File: src/hdl/sodg_pkg.sv
// ----------------------------------------------------------------------------
// sodg_pkg
// Shared types, codes and constants of the seeded ordered draw generator.
// ----------------------------------------------------------------------------
package sodg_pkg;

    // Generator family codes
    typedef enum logic [2:0] {
        FAM_LCG48    = 3'd0,
        FAM_LCG32    = 3'd1,
        FAM_LCG31    = 3'd2,
        FAM_XS32     = 3'd3,
        FAM_XS64S    = 3'd4,
        FAM_SPLITMIX = 3'd5,
        FAM_PCG32    = 3'd6,
        FAM_LCG64    = 3'd7
    } fam_t;

    // Sampler codes
    typedef enum logic [1:0] {
        MODE_MOD_REJ  = 2'd0,
        MODE_MUL_REJ  = 2'd1,
        MODE_SHUF_MOD = 2'd2,
        MODE_SHUF_MUL = 2'd3
    } mode_t;

    // Register indexes on the configuration port
    localparam logic REG_GEN_FAMILY   = 1'b0;
    localparam logic REG_SAMPLER_MODE = 1'b1;

    // Generator constants
    localparam logic [63:0] LCG48_MUL  = 64'h0000_0005_DEEC_E66D;
    localparam logic [63:0] LCG48_INC  = 64'hB;
    localparam logic [63:0] LCG48_MASK = 64'h0000_FFFF_FFFF_FFFF;
    localparam logic [63:0] LCG32_MUL  = 64'd214013;
    localparam logic [63:0] LCG32_INC  = 64'd2531011;
    localparam logic [63:0] LCG31_MUL  = 64'd1103515245;
    localparam logic [63:0] LCG31_INC  = 64'd12345;
    localparam logic [63:0] LCG31_MASK = 64'h0000_0000_7FFF_FFFF;
    localparam logic [63:0] XS64_MUL   = 64'd2685821657736338717;
    localparam logic [63:0] SM_GOLDEN  = 64'h9E37_79B9_7F4A_7C15;
    localparam logic [63:0] SM_MUL1    = 64'hBF58_476D_1CE4_E5B9;
    localparam logic [63:0] SM_MUL2    = 64'h94D0_49BB_1331_11EB;
    localparam logic [63:0] LCG64_MUL  = 64'd6364136223846793005;
    localparam logic [63:0] LCG64_INC  = 64'd1442695040888963407;
    localparam logic [63:0] PCG_INC    = LCG64_INC | 64'd1;
    localparam int          NARROW_SHIFT = 15;

    // Multiplier operand selection
    typedef enum logic [1:0] {
        MSEL_GEN1  = 2'd0,
        MSEL_GEN2  = 2'd1,
        MSEL_SCALE = 2'd2
    } mul_sel_t;

    // Controller states
    typedef enum logic [3:0] {
        S_IDLE, S_GEN_PRE, S_MUL1, S_MUL1_WAIT, S_GEN_POST, S_MUL2, S_MUL2_WAIT,
        S_GEN_FIN, S_SCALE, S_SCALE_WAIT, S_PICK, S_ARR_RD, S_SWAP, S_CHECK,
        S_OUT_RD, S_OUT_SEND
    } state_t;

    // Commands from controller to datapath
    typedef struct packed {
        logic     load;
        logic     gen_pre;
        logic     mul_start;
        mul_sel_t mul_sel;
        logic     gen_post;
        logic     gen_fin;
        logic     div_start;
        logic     idx_cap;
        logic     pick;
        logic     arr_rd;
        logic     swap;
        logic     out_rd;
        logic     out_next;
    } cmd_t;

    // Status from datapath to controller
    typedef struct packed {
        logic mul_done;
        logic div_done;
        logic got_full;
        logic steps_full;
        logic out_last;
    } status_t;

    function automatic logic is_shuffle(mode_t m);
        return (m == MODE_SHUF_MOD) || (m == MODE_SHUF_MUL);
    endfunction

    function automatic logic uses_mul(mode_t m);
        return (m == MODE_MUL_REJ) || (m == MODE_SHUF_MUL);
    endfunction

    function automatic logic [31:0] xs32_step(logic [31:0] v);
        logic [31:0] t;
        t = v ^ (v << 13);
        t = t ^ (t >> 17);
        t = t ^ (t << 5);
        return t;
    endfunction

    function automatic logic [63:0] xs64_step(logic [63:0] v);
        logic [63:0] t;
        t = v ^ (v >> 12);
        t = t ^ (t << 25);
        t = t ^ (t >> 27);
        return t;
    endfunction

    function automatic logic [31:0] pcg_out(logic [63:0] old);
        logic [63:0] t;
        logic [31:0] xs;
        logic [4:0]  rot;
        t   = ((old >> 18) ^ old) >> 27;
        xs  = t[31:0];
        rot = old[63:59];
        return (xs >> rot) | (xs << ((6'd32 - {1'b0, rot}) & 6'd31));
    endfunction

endpackage

File: src/hdl/sodg_ctrl.sv
// ----------------------------------------------------------------------------
// sodg_ctrl
// Controller: sequences generator steps, scaling, selection and output.
// ----------------------------------------------------------------------------
module sodg_ctrl
    import sodg_pkg::*;
(
    input  logic    aclk,
    input  logic    aresetn,
    input  fam_t    fam,
    input  mode_t   mode,
    input  logic    s_tvalid,
    output logic    s_tready,
    output logic    m_tvalid,
    input  logic    m_tready,
    input  status_t status,
    output cmd_t    cmd
);
    state_t state_reg, state_next;

    // State register
    always_ff @(posedge aclk) begin
        if (!aresetn) begin
            state_reg <= S_IDLE;
        end else begin
            state_reg <= state_next;
        end
    end

    // Next state and commands
    always_comb begin
        state_next = state_reg;
        cmd        = '0;
        cmd.mul_sel = MSEL_GEN1;
        s_tready   = 1'b0;
        m_tvalid   = 1'b0;
        unique case (state_reg)
            S_IDLE: begin
                s_tready = 1'b1;
                if (s_tvalid) begin
                    cmd.load   = 1'b1;
                    state_next = S_GEN_PRE;
                end
            end
            S_GEN_PRE: begin
                cmd.gen_pre = 1'b1;
                state_next  = (fam == FAM_XS32) ? S_SCALE : S_MUL1;
            end
            S_MUL1: begin
                cmd.mul_start = 1'b1;
                cmd.mul_sel   = MSEL_GEN1;
                state_next    = S_MUL1_WAIT;
            end
            S_MUL1_WAIT: begin
                if (status.mul_done) begin
                    state_next = S_GEN_POST;
                end
            end
            S_GEN_POST: begin
                cmd.gen_post = 1'b1;
                state_next   = (fam == FAM_SPLITMIX) ? S_MUL2 : S_SCALE;
            end
            S_MUL2: begin
                cmd.mul_start = 1'b1;
                cmd.mul_sel   = MSEL_GEN2;
                state_next    = S_MUL2_WAIT;
            end
            S_MUL2_WAIT: begin
                if (status.mul_done) begin
                    state_next = S_GEN_FIN;
                end
            end
            S_GEN_FIN: begin
                cmd.gen_fin = 1'b1;
                state_next  = S_SCALE;
            end
            S_SCALE: begin
                cmd.mul_sel = MSEL_SCALE;
                if (uses_mul(mode)) begin
                    cmd.mul_start = 1'b1;
                end else begin
                    cmd.div_start = 1'b1;
                end
                state_next = S_SCALE_WAIT;
            end
            S_SCALE_WAIT: begin
                if (uses_mul(mode) ? status.mul_done : status.div_done) begin
                    cmd.idx_cap = 1'b1;
                    state_next  = is_shuffle(mode) ? S_ARR_RD : S_PICK;
                end
            end
            S_PICK: begin
                cmd.pick   = 1'b1;
                state_next = S_CHECK;
            end
            S_ARR_RD: begin
                cmd.arr_rd = 1'b1;
                state_next = S_SWAP;
            end
            S_SWAP: begin
                cmd.swap   = 1'b1;
                state_next = S_CHECK;
            end
            S_CHECK: begin
                if (status.got_full || (!is_shuffle(mode) && status.steps_full)) begin
                    state_next = S_OUT_RD;
                end else begin
                    state_next = S_GEN_PRE;
                end
            end
            S_OUT_RD: begin
                cmd.out_rd = 1'b1;
                state_next = S_OUT_SEND;
            end
            S_OUT_SEND: begin
                m_tvalid = 1'b1;
                if (m_tready) begin
                    cmd.out_next = 1'b1;
                    state_next   = status.out_last ? S_IDLE : S_OUT_RD;
                end
            end
            default: state_next = S_IDLE;
        endcase
    end

endmodule

File: config.mk
export PLATFORM = sky130hd
export DESIGN_NAME = sodg_ctrl
export DESIGN_NICKNAME = d
export VERILOG_FILES = /design/src/hdl/sodg_pkg.sv /design/src/hdl/sodg_ctrl.sv
export SDC_FILE = /design/constraint.sdc
export NUM_CORES = 1
export LEC_CHECK = 0
export ABC_AREA = 0
export BUFFER_PORTS_ARGS = -buffer_cell sky130_fd_sc_hd__clkbuf_2
export CORE_MARGIN = 2
export CORE_UTILIZATION = 25
export DETAILED_ROUTE_END_ITERATION = 16
export HOLD_SLACK_MARGIN = 0.06
export SLEW_MARGIN = 10
export SYNTH_ARGS = -nofsm -noshare
export SYNTH_HDL_FRONTEND = slang
export SYNTH_SLANG_ARGS = --single-unit
File: constraint.sdc
create_clock -name aclk -period 1.7 [get_ports aclk]
set_input_delay 0.425 -clock aclk [delete_from_list [all_inputs] [get_ports aclk]]
set_output_delay 0.425 -clock aclk [all_outputs]
set_load 0.005 [all_outputs]
==> out/qor.yml, run 1 <==
outcome:
  outcome: "completed"
logic_synthesis:
  yosys_warnings: 0
  yosysUniqueCellTypes: 40
  seq_area_frac_synth_pct: 13.2
  synth-seq-cells: 4
  syn_inst: 87
  syn_area_um2: 607
  synth_nets: 101
  avgSynthCellArea_um2: 6.98
global_route:
  grt_pass1_wl_mm: 3.02
  grt_max_degree: 20
  grt_pass1_vias: 705
  overflow: 0
  grt_antenna_before_repair: 0
  grt_usage_pct: 14.1
clock_network:
  path_clk_slew_ns: 0.04
  post_cts_buffers: 0
  clockBufferDepth: 2
  root_buffer: "clkbuf_4"
  insertion_delay_ns: 0.23
  cts_buffers: 3
  htree_levels: 1
  tritoncts: "yes"
  ctsHoldBuffers: 0
  clock-sinks: 4
power_and_ir_drop:
  comb_power_share_pct: 68.2
  p_leak_uw: 0.000349
  ir_drop_mv: 0.464
  power.internal_uw: 540
  p_sw_uw: 471
  total_power_uw: 1010
  p_clk_share_pct: 11.2
  p_per_area_mw_per_mm2: 1220
  power_frac_seq_pct: 20.6
  switching_share_pct: 46.6
setup_path:
  cp.required_ns: 1.27
  cp_max_fo: 19
  slowest_delay_ns: 0.34
  crit_type: "flip-flop to primary output"
  r2r-end: "state_reg[1]"
  slowest_stage: "dfxtp_2"
  end_kind: "primary output"
  path_cells: "buf_8, nand2b_1, nor3_1, clkbuf_2"
  cp-start-kind: "flip-flop"
  timing.rr.start: "state_reg[3]"
  rrSetupSlack_ns: 0.24
  r2r_cells: 5
  critPathArrivalTime_ns: 1.23
floorplan:
  ios: 30
  die_w_um: 53.3
  die_area_mm2: 0.00284
  die_y_um: 53.3
  rows: 17
  core_area_mm2: 0.00225
  start_util_pct: 26.9
sta:
  tightestPinTransition_ns: 0.366
  post-route-period-util_pct: 97.2
  clock_skew_ns: 0.00300
  slew_headroom_pct: 75.6
  holdWs_ns: 0.504
  fin_crit_ns: 1.65
  finalSetupTns_ns: 0
  finalHoldViolCount: 0
  drv_slew: 0
  fmax_ghz: 0.605
  rsz0062_at_grt: "true"
  finalSetupViolations: 0
drt:
  routedWlPerCell_um: 12.7
  drtIter0Drc: 23
  final_antenna_net_count: 0
  drc_errors: 0
  vias: 773
  drtPass1Iterations: 4
  wl_mm: 1.84
  via_per_inst: 5.33
placement:
  dp.cells: 142
  gp_congestion: 0.885
  portBuffers: 29
  dp_hpwl_mm: 1.51
cells_and_area:
  layoutNonFillerInstCount: 145
  layout_common_cells: "clkbuf_2 (28), nor2_1 (13), a21oi_1 (6), o21ai_0 (6)"
  drive_above_1_share_pct: 43.6
  nFillCells: 248
  antenna_cells: 0
  final_nets: 133
  syn2layout_area_growth_pct: 36.9
  largest_reg_flops: 4
  final_common_cell: "clkbuf_2"
worst_hold_path:
  worstHoldStart: "aresetn"
  whs_path_depth: 3
  min_to: "state_reg[1]"
  hold_path.class: "input pin to flip-flop"
flow_run:
  maxCapViolCount: 0
-- synth_stat cells, drive strengths merged --
library cell	count	area [µm²]
nand2	2	7.51
o21ai	6	30.0
mux2i	1	10.0
a21oi	6	30.0
o32ai	2	17.5
o211ai	2	15.0
dfxtp	4	80.1
o221ai	1	8.76
inv	5	18.8
nand2b	6	45.0
a221oi	2	23.8
mux2	1	11.3
nor4	1	6.26
o2111ai	1	8.76
buf	4	28.8
o31a	1	8.76
o2111a	1	11.3
a311oi	1	8.76
and2	3	21.3
nand3b	1	7.51
o311ai	1	8.76
o32a	1	10.0
nand3	1	5.00
o31ai	1	7.51
and3b	1	8.76
nor2b	5	31.3
nor2	14	52.6
nand4bb	2	22.5
nor3	4	25.0
clkbuf	3	12.5
a31o	1	8.76
o2bb2ai	1	8.76
or2	1	6.26
-- power by group through the flow --
stage / Combinational (µW) / Clock, µW / Sequential, µW
after floorplan: 506 / 0 / 155
after global placement: 649 / 0 / 188
after detailed placement: 658 / 0 / 189
after CTS: 677 / 119 / 199
after global routing: 756 / 129 / 216
final: 690 / 113 / 208
-- cell families after synthesis --
| family | synth area share [%] |
|---|---|
| compound gates | 34.0 |
| flops | 13.2 |
| buf+inv | 9.90 |
| mux | 3.51 |
| simple gates | 39.4 |
-- critical path, delay by kind of cell (launching register included) --
kind | cells | cell delay (ns)
flip-flops | 1 | 0.34
AND/OR/NAND/NOR | 2 | 0.35
buffers and inverters | 2 | 0.30
-- final cells by class --
class	count	area [µm²]	area share [%]
well taps	28	35.0	4.22
inverters	5	18.8	2.26
repair buffers	34	190	22.9
multi-input cells	71	477	57.4
flip-flops and latches	4	87.6	10.5
clock buffers	3	22.5	2.71
-- per-stage QoR --
stage | setup WS [ns] | instance area [µm²] | utilization, %
after floorplan | 0.184 | 607 | -
after global placement | 0.138 | 783 | 34.7
after detailed placement | 0.0986 | 783 | 34.7
after CTS | -0.00463 | 820 | 36.3
after global routing | -0.0212 | 831 | 36.8
final | 0.0481 | 831 | 36.8
-- per-layer routing --
layer / routed length, µm / vias to the layer above / GRT usage [%] / part of all wire, %
met5: 0 / - / 0 / 0
met4: 30 / 0 / 5.56 / 1.6
met3: 123 / 2 / 2.54 / 6.7
met2: 895 / 33 / 25.1 / 49
met1: 795 / 350 / 16.4 / 43
li1: - / 388 / - / -
-- repair_timing --
item / in CTS / in global routing
gates cloned: 0 / 0
hold endpoints to repair: 0 / 0
gates resized for setup: 7 / 6
endpoints found under the setup margin: 5 / 3
-- worst max-delay path by stage --
stage,cells after the start,start,end
5_1_grt,5,state_reg[3],cmd[11]
4_1_cts,4,state_reg[3],cmd[6]
3_5_place_dp,5,mode[0],state_reg[1]
2_1_floorplan,5,state_reg[3],cmd[0]
6_report,4,state_reg[3],cmd[6]
3_3_place_gp,5,mode[0],state_reg[0]
Power figures use the tool's default switching activity.
==> run 2, diff against run 1 <==
- CORE_ASPECT_RATIO: not set -> 1.1
==> run 2 against run 1 <==
Net effect: sequential power up 6%; clock power about the same; combinational power up 10%; via count up 2.8%; first-iteration DRC count up 17%; worst setup slack better by 0.0091 ns; cell area up 7.2%; critical path depth unchanged; maximum frequency up 0.55%; global-route usage down 0.26 points; hold slack better by 0.0041 ns; critical endpoint is now cmd[8]; highest routed layer is now met3.
==> out/qor.yml, run 2 (synthesized netlist as in run 1, its figures left out) <==
setup_path:
  rrSetupSlack_ns: 0.22  # -0.02 ns
  cp_max_fo: 6  # -13
  timing.rr.start: "state_reg[2]"
  path_cells: "buf_4, nand2b_2, nor3_1, clkbuf_2"
  cp-start-kind: "flip-flop"
  end_kind: "primary output"
  slowest_delay_ns: 0.36  # +0.02 ns
  r2r_cells: 4  # -1
  cp.required_ns: 1.27  # about the same
  crit_type: "flip-flop to primary output"
  r2r-end: "state_reg[1]"
  slowest_stage: "dfxtp_4"
  critPathArrivalTime_ns: 1.22  # about the same
global_route:
  grt_max_degree: 15  # -25%
  grt_usage_pct: 13.9  # -0.26 points
  use_met1_pct: 15.3  # -1.1 points
  grt_pass1_wl_mm: 3.12  # +3.2%
  grtUsageMet3_pct: 1.61  # -0.93 points
  grt_antenna_before_repair: 0  # unchanged
  grt_pass1_vias: 730  # +3.5%
  grt_use_met2_pct: 26.3  # +1.2 points
  grt_busiest_layer: "met2"
  overflow: 0  # unchanged
drt:
  vias: 795  # +2.8%
  final_antenna_net_count: 0  # unchanged
  drtIter0Drc: 27  # +17%
  via_per_inst: 5.16  # -3.2%
  routedWlPerCell_um: 12.9  # +1.2%
  drc_errors: 0  # unchanged
  drtPass1Iterations: 4  # unchanged
  wl_mm: 1.98  # +7.4%
cells_and_area:
  antenna_cells: 0  # unchanged
  drive_above_1_share_pct: 48.4  # +4.8 points
  syn2layout_area_growth_pct: 46.8
  layout_common_cells: "clkbuf_2 (28), nor2_1 (12), buf_4 (11)"
  layoutNonFillerInstCount: 154  # +6.2%
  largest_reg_flops: 4  # unchanged
  final_nets: 140  # +5.3%
  final_common_cell: "clkbuf_2"
floorplan:
  ios: 30  # unchanged
  start_util_pct: 26.7  # -0.24 points
  core_area_mm2: 0.00227  # +0.89%
  rows: 18  # +1
  die_w_um: 51.0  # -4.3%
  die_area_mm2: 0.00284  # about the same
  die_y_um: 55.7  # +4.5%
sta:
  slew_headroom_pct: 79.4  # +3.8 points
  finalHoldViolCount: 0  # unchanged
  finalSetupViolations: 0  # unchanged
  fin_crit_ns: 1.64  # -0.00910 ns
  clock_skew_ns: 0.00277  # -0.000236 ns
  fmax_ghz: 0.609  # +0.55%
  tightestPinTransition_ns: 0.305  # -0.0615 ns
  setup_ws_ns: 0.0572  # +0.00910 ns
  rsz0062_at_grt: "true"
  post-route-period-util_pct: 96.6  # -0.54 points
  drv_slew: 0  # unchanged
placement:
  dpl_worst_slack_ns: 0.109  # +0.0107 ns
  dp.cells: 143  # +0.70%
  portBuffers: 29  # unchanged
  dp_hpwl_mm: 1.49  # -1.2%
  gp_congestion: 0.761  # -14%
worst_hold_path:
  worstHoldStart: "aresetn"
  whs_path_depth: 3  # unchanged
  min_to: "state_reg[1]"
  hold_path.class: "input pin to flip-flop"
clock_network:
  ctsHoldBuffers: 0  # unchanged
  htree_levels: 1  # unchanged
  insertion_delay_ns: 0.23  # about the same
  clock-sinks: 4  # unchanged
  root_buffer: "clkbuf_4"
  path_clk_slew_ns: 0.03  # about the same
  tritoncts: "yes"
  clockBufferDepth: 2  # unchanged
  cts_buffers: 3  # unchanged
power_and_ir_drop:
  p_leak_uw: 0.000386  # +11%
  ir_drop_mv: 0.361  # -22%
  total_power_uw: 1100  # +8.5%
  p_per_area_mw_per_mm2: 1230  # +1.1%
flow_run:
  maxCapViolCount: 0  # unchanged
outcome:
  outcome: "completed"
==> run 2: changes by cell type in the layout (fill, tap and decap cells not counted), sizes merged <==
cell,before,now
buf,6,13
==> run 2: where the power goes <==
group          internal [µW]  total (µW)  switching (µW)
logic                    383         762             379
registers                139         220            80.8
clock network           78.8         115            36.0
==> run 2: repair_timing <==
action | CTS | global route
gates resized for setup | 10 | 4
pin swaps | 2 | 1
endpoints found under the setup margin | 12 | 5
buffers inserted | 8 | 0
==> run 2: metrics by stage <==
| stage | hold slack (ns) | utilization [%] | area, µm² | setup TNS [ns] |
|---|---|---|---|---|
| 2_1_floorplan | 0.570 | - | 607 | 0 |
| 3_3_place_gp | 0.630 | 34.2 | 778 | 0 |
| 3_5_place_dp | 0.630 | 34.2 | 778 | 0 |
| 4_1_cts | 0.496 | 38.7 | 880 | 0 |
| 5_1_grt | 0.516 | 39.2 | 891 | -0.0447 |
| 6_report | 0.508 | 39.2 | 891 | 0 |
==> run 2: final cells by class <==
cell class | count | area (µm²)
Fill cell | 240 | 1380
Multi-Input combinational cell | 71 | 483
Timing Repair Buffer | 41 | 239
Sequential cell | 4 | 90.1
Tap cell | 30 | 37.5
Clock buffer | 3 | 22.5
Inverter | 5 | 18.8
==> run 2: how the worst max path moves through the flow <==
stage,cells past startpoint,startpoint,endpoint
finish,4,state_reg[1],cmd[8]
global route,5,state_reg[1],cmd[11]
CTS,5,state_reg[3],cmd[11]
detailed placement,5,mode[0],state_reg[1]
global placement,5,mode[0],state_reg[0]
floorplan,5,state_reg[3],cmd[0]
==> run 2: layer usage <==
layer	part of all wire, %	vias up
met5	0	-
met4	0	0
met3	7.3	0
met2	52	32
met1	40	367
li1	-	396
==> run 2: critical path, delay by kind of cell, from the launching register on <==
kind	cells	cell delay [ns]
buf+inv	2	0.27
simple gates	2	0.36
flops	1	0.36
==> run 3, diff against run 2 <==
- BUFFER_PORTS_ARGS: -buffer_cell sky130_fd_sc_hd__clkbuf_2 -> -buffer_cell sky130_fd_sc_hd__buf_2
- CTS_CLUSTER_DIAMETER: not set -> 100
==> run 3 against run 2 <==
Net effect: highest routed layer is now met4; register-to-register slack worse by 0.05 ns; clock skew is 0.0019 ns lower; wire length decreased by 2.1%; clock power is essentially flat; sequential share of layout area decreased by 0.35 points; non-clock buffer count decreased by 2.
==> out/qor.yml, run 3 (synthesized netlist as in run 1, its figures left out) <==
power_and_ir_drop:
  total_power_uw: 1200  # +9.6%
  power_frac_seq_pct: 20.6  # +0.5 points
  ir_drop_mv: 0.462  # +28%
  power.internal_uw: 665  # +11%
  comb_power_share_pct: 69.9  # +0.4 points
  p_per_area_mw_per_mm2: 1270  # +2.9%
  switching_share_pct: 44.7  # -0.48 points
  p_clk_share_pct: 9.5  # -1.0 points
  p_leak_uw: 0.000403  # +4.4%
  p_sw_uw: 537  # +8.4%
global_route:
  grt_max_degree: 20  # +5
  grt_pass1_vias: 664  # -9.0%
  overflow: 0  # unchanged
  grt_antenna_before_repair: 0  # unchanged
  grt_usage_pct: 12.7  # -1.2 points
  grt_pass1_wl_mm: 2.89  # -7.3%
drt:
  wl_mm: 1.94  # -2.1%
  routedWlPerCell_um: 12.8  # -0.78%
  drtIter0Drc: 17  # -37%
  final_antenna_net_count: 0  # unchanged
  drc_errors: 0  # unchanged
  via_per_inst: 5.20  # +0.68%
  vias: 790  # -0.63%
  drtPass1Iterations: 4  # unchanged
sta:
  finalHoldViolCount: 0  # unchanged
  slew_headroom_pct: 77.8  # -1.6 points
  fmax_ghz: 0.609  # about the same
  fin_crit_ns: 1.64  # +0.000102 ns
  clock_skew_ns: 0.000856  # -0.00191 ns
  tightestPinTransition_ns: 0.333  # +0.0281 ns
  finalSetupViolations: 0  # unchanged
  rsz0062_at_grt: "true"
  post-route-period-util_pct: 96.6  # about the same
  drv_slew: 0  # unchanged
clock_network:
  clock-sinks: 4  # unchanged
  tritoncts: "yes"
  htree_levels: 1  # unchanged
  insertion_delay_ns: 0.23  # about the same
  root_buffer: "clkbuf_4"
  path_clk_slew_ns: 0.04  # about the same
  clockBufferDepth: 2  # unchanged
  cts_buffers: 3  # unchanged
outcome:
  outcome: "completed"
setup_path:
  critical_path_buf_inv_count: 2  # unchanged
  end_kind: "primary output"
  crit_type: "flip-flop to primary output"
  slowest_stage: "dfxtp_4"
  path_cells: "buf_12, nor2_4, a21oi_2, o32ai_2, buf_2"
  cp.required_ns: 1.27  # about the same
  critPathArrivalTime_ns: 1.22  # about the same
  rrSetupSlack_ns: 0.17  # -0.05 ns
  cp_max_fo: 6  # unchanged
  cp-start-kind: "flip-flop"
  slowest_delay_ns: 0.36  # about the same
  path_delay_family: "flip-flops"
cells_and_area:
  layoutNonFillerInstCount: 152  # -1.3%
  nFillCells: 246  # +2.5%
  antenna_cells: 0  # unchanged
  post-route-util_pct: 41.7  # +2.5 points
  finalInstanceArea_um2: 948  # +6.5%
  final_nets: 138  # -1.4%
  drive_above_1_share_pct: 50.0  # +1.6 points
  largest_reg_flops: 4  # unchanged
  syn2layout_area_growth_pct: 56.3
  final_common_cell: "buf_2"
  layout_common_cells: "buf_2 (29), nor2_1 (12), buf_4 (7)"
floorplan:
  die_w_um: 51.0  # unchanged
  ios: 30  # unchanged
  die_area_mm2: 0.00284  # unchanged
  core_area_mm2: 0.00227  # unchanged
  die_y_um: 55.7  # unchanged
  rows: 18  # unchanged
  start_util_pct: 26.7  # unchanged
placement:
  portBuffers: 29  # unchanged
  placed_cell_area_um2: 778  # unchanged
  gp_congestion: 0.792  # +4.0%
  dp.cells: 143  # unchanged
  dp_hpwl_mm: 1.40  # -5.9%
flow_run:
  maxCapViolCount: 0  # unchanged
worst_hold_path:
  hold_path.class: "input pin to flip-flop"
[run 3: changes by cell type in the layout (fill, tap and decap cells not counted), sizes merged]
cell and delta:
buf +25, clkbuf -27
[run 3: per-layer routing]
| layer | vias to the layer above | global-route usage (%) | part of all wire (%) | wire [µm] |
|---|---|---|---|---|
| met5 | - | 0 | 0 | 0 |
| met4 | 0 | 4.63 | 0.72 | 14 |
| met3 | 2 | 2.96 | 6.1 | 118 |
| met2 | 30 | 20.8 | 49 | 955 |
| met1 | 364 | 15.8 | 44 | 851 |
| li1 | 394 | - | - | - |
[run 3: power by group through the flow]
| stage | clock [µW] | sequential (µW) | combinational, µW |
|---|---|---|---|
| floorplan | 0 | 155 | 506 |
| global placement | 0 | 200 | 628 |
| detailed placement | 0 | 201 | 629 |
| CTS | 122 | 211 | 648 |
| global route | 130 | 256 | 907 |
| finish | 114 | 248 | 840 |
[run 3: final timing paths]
path                      from            to  depth (start not counted)
hold reg to reg   state_reg[1]  state_reg[1]                          2
hold / removal         aresetn  state_reg[1]                          3
setup reg to reg  state_reg[3]  state_reg[1]                          7
setup / recovery  state_reg[3]       cmd[11]                          5
[run 3: tightest hold or removal path: cells and delay by family]
family	cells	cell delay, ns
AOI/OAI and AO/OA	1	0.04
buffers and inverters	2	0.24
[run 3: final cells by class]
cell class	count	area [µm²]	area share (%)
Multi-Input combinational cell	71	518	54.6
Sequential cell	4	92.6	9.76
Inverter	5	23.8	2.51
Tap cell	30	37.5	3.96
Clock buffer	3	22.5	2.37
Timing Repair Buffer	39	254	26.8
[run 3: timing repair]
item                                    in CTS  in global routing
hold buffers                                 0                  0
gates resized for setup                      7                 19
cloned                                       0                  1
endpoints found under the setup margin      12                  6
setup buffers                                0                  5
pin swaps                                    1                  2
[run 3: through the flow]
step	TNS (ns)	hold WS, ns	worst slack (ns)
final	0	0.520	0.0571
after global routing	-0.0129	0.508	-0.0129
after CTS	0	0.508	0.00571
after detailed placement	0	0.628	0.105
after global placement	0	0.628	0.147
after floorplan	0	0.570	0.184
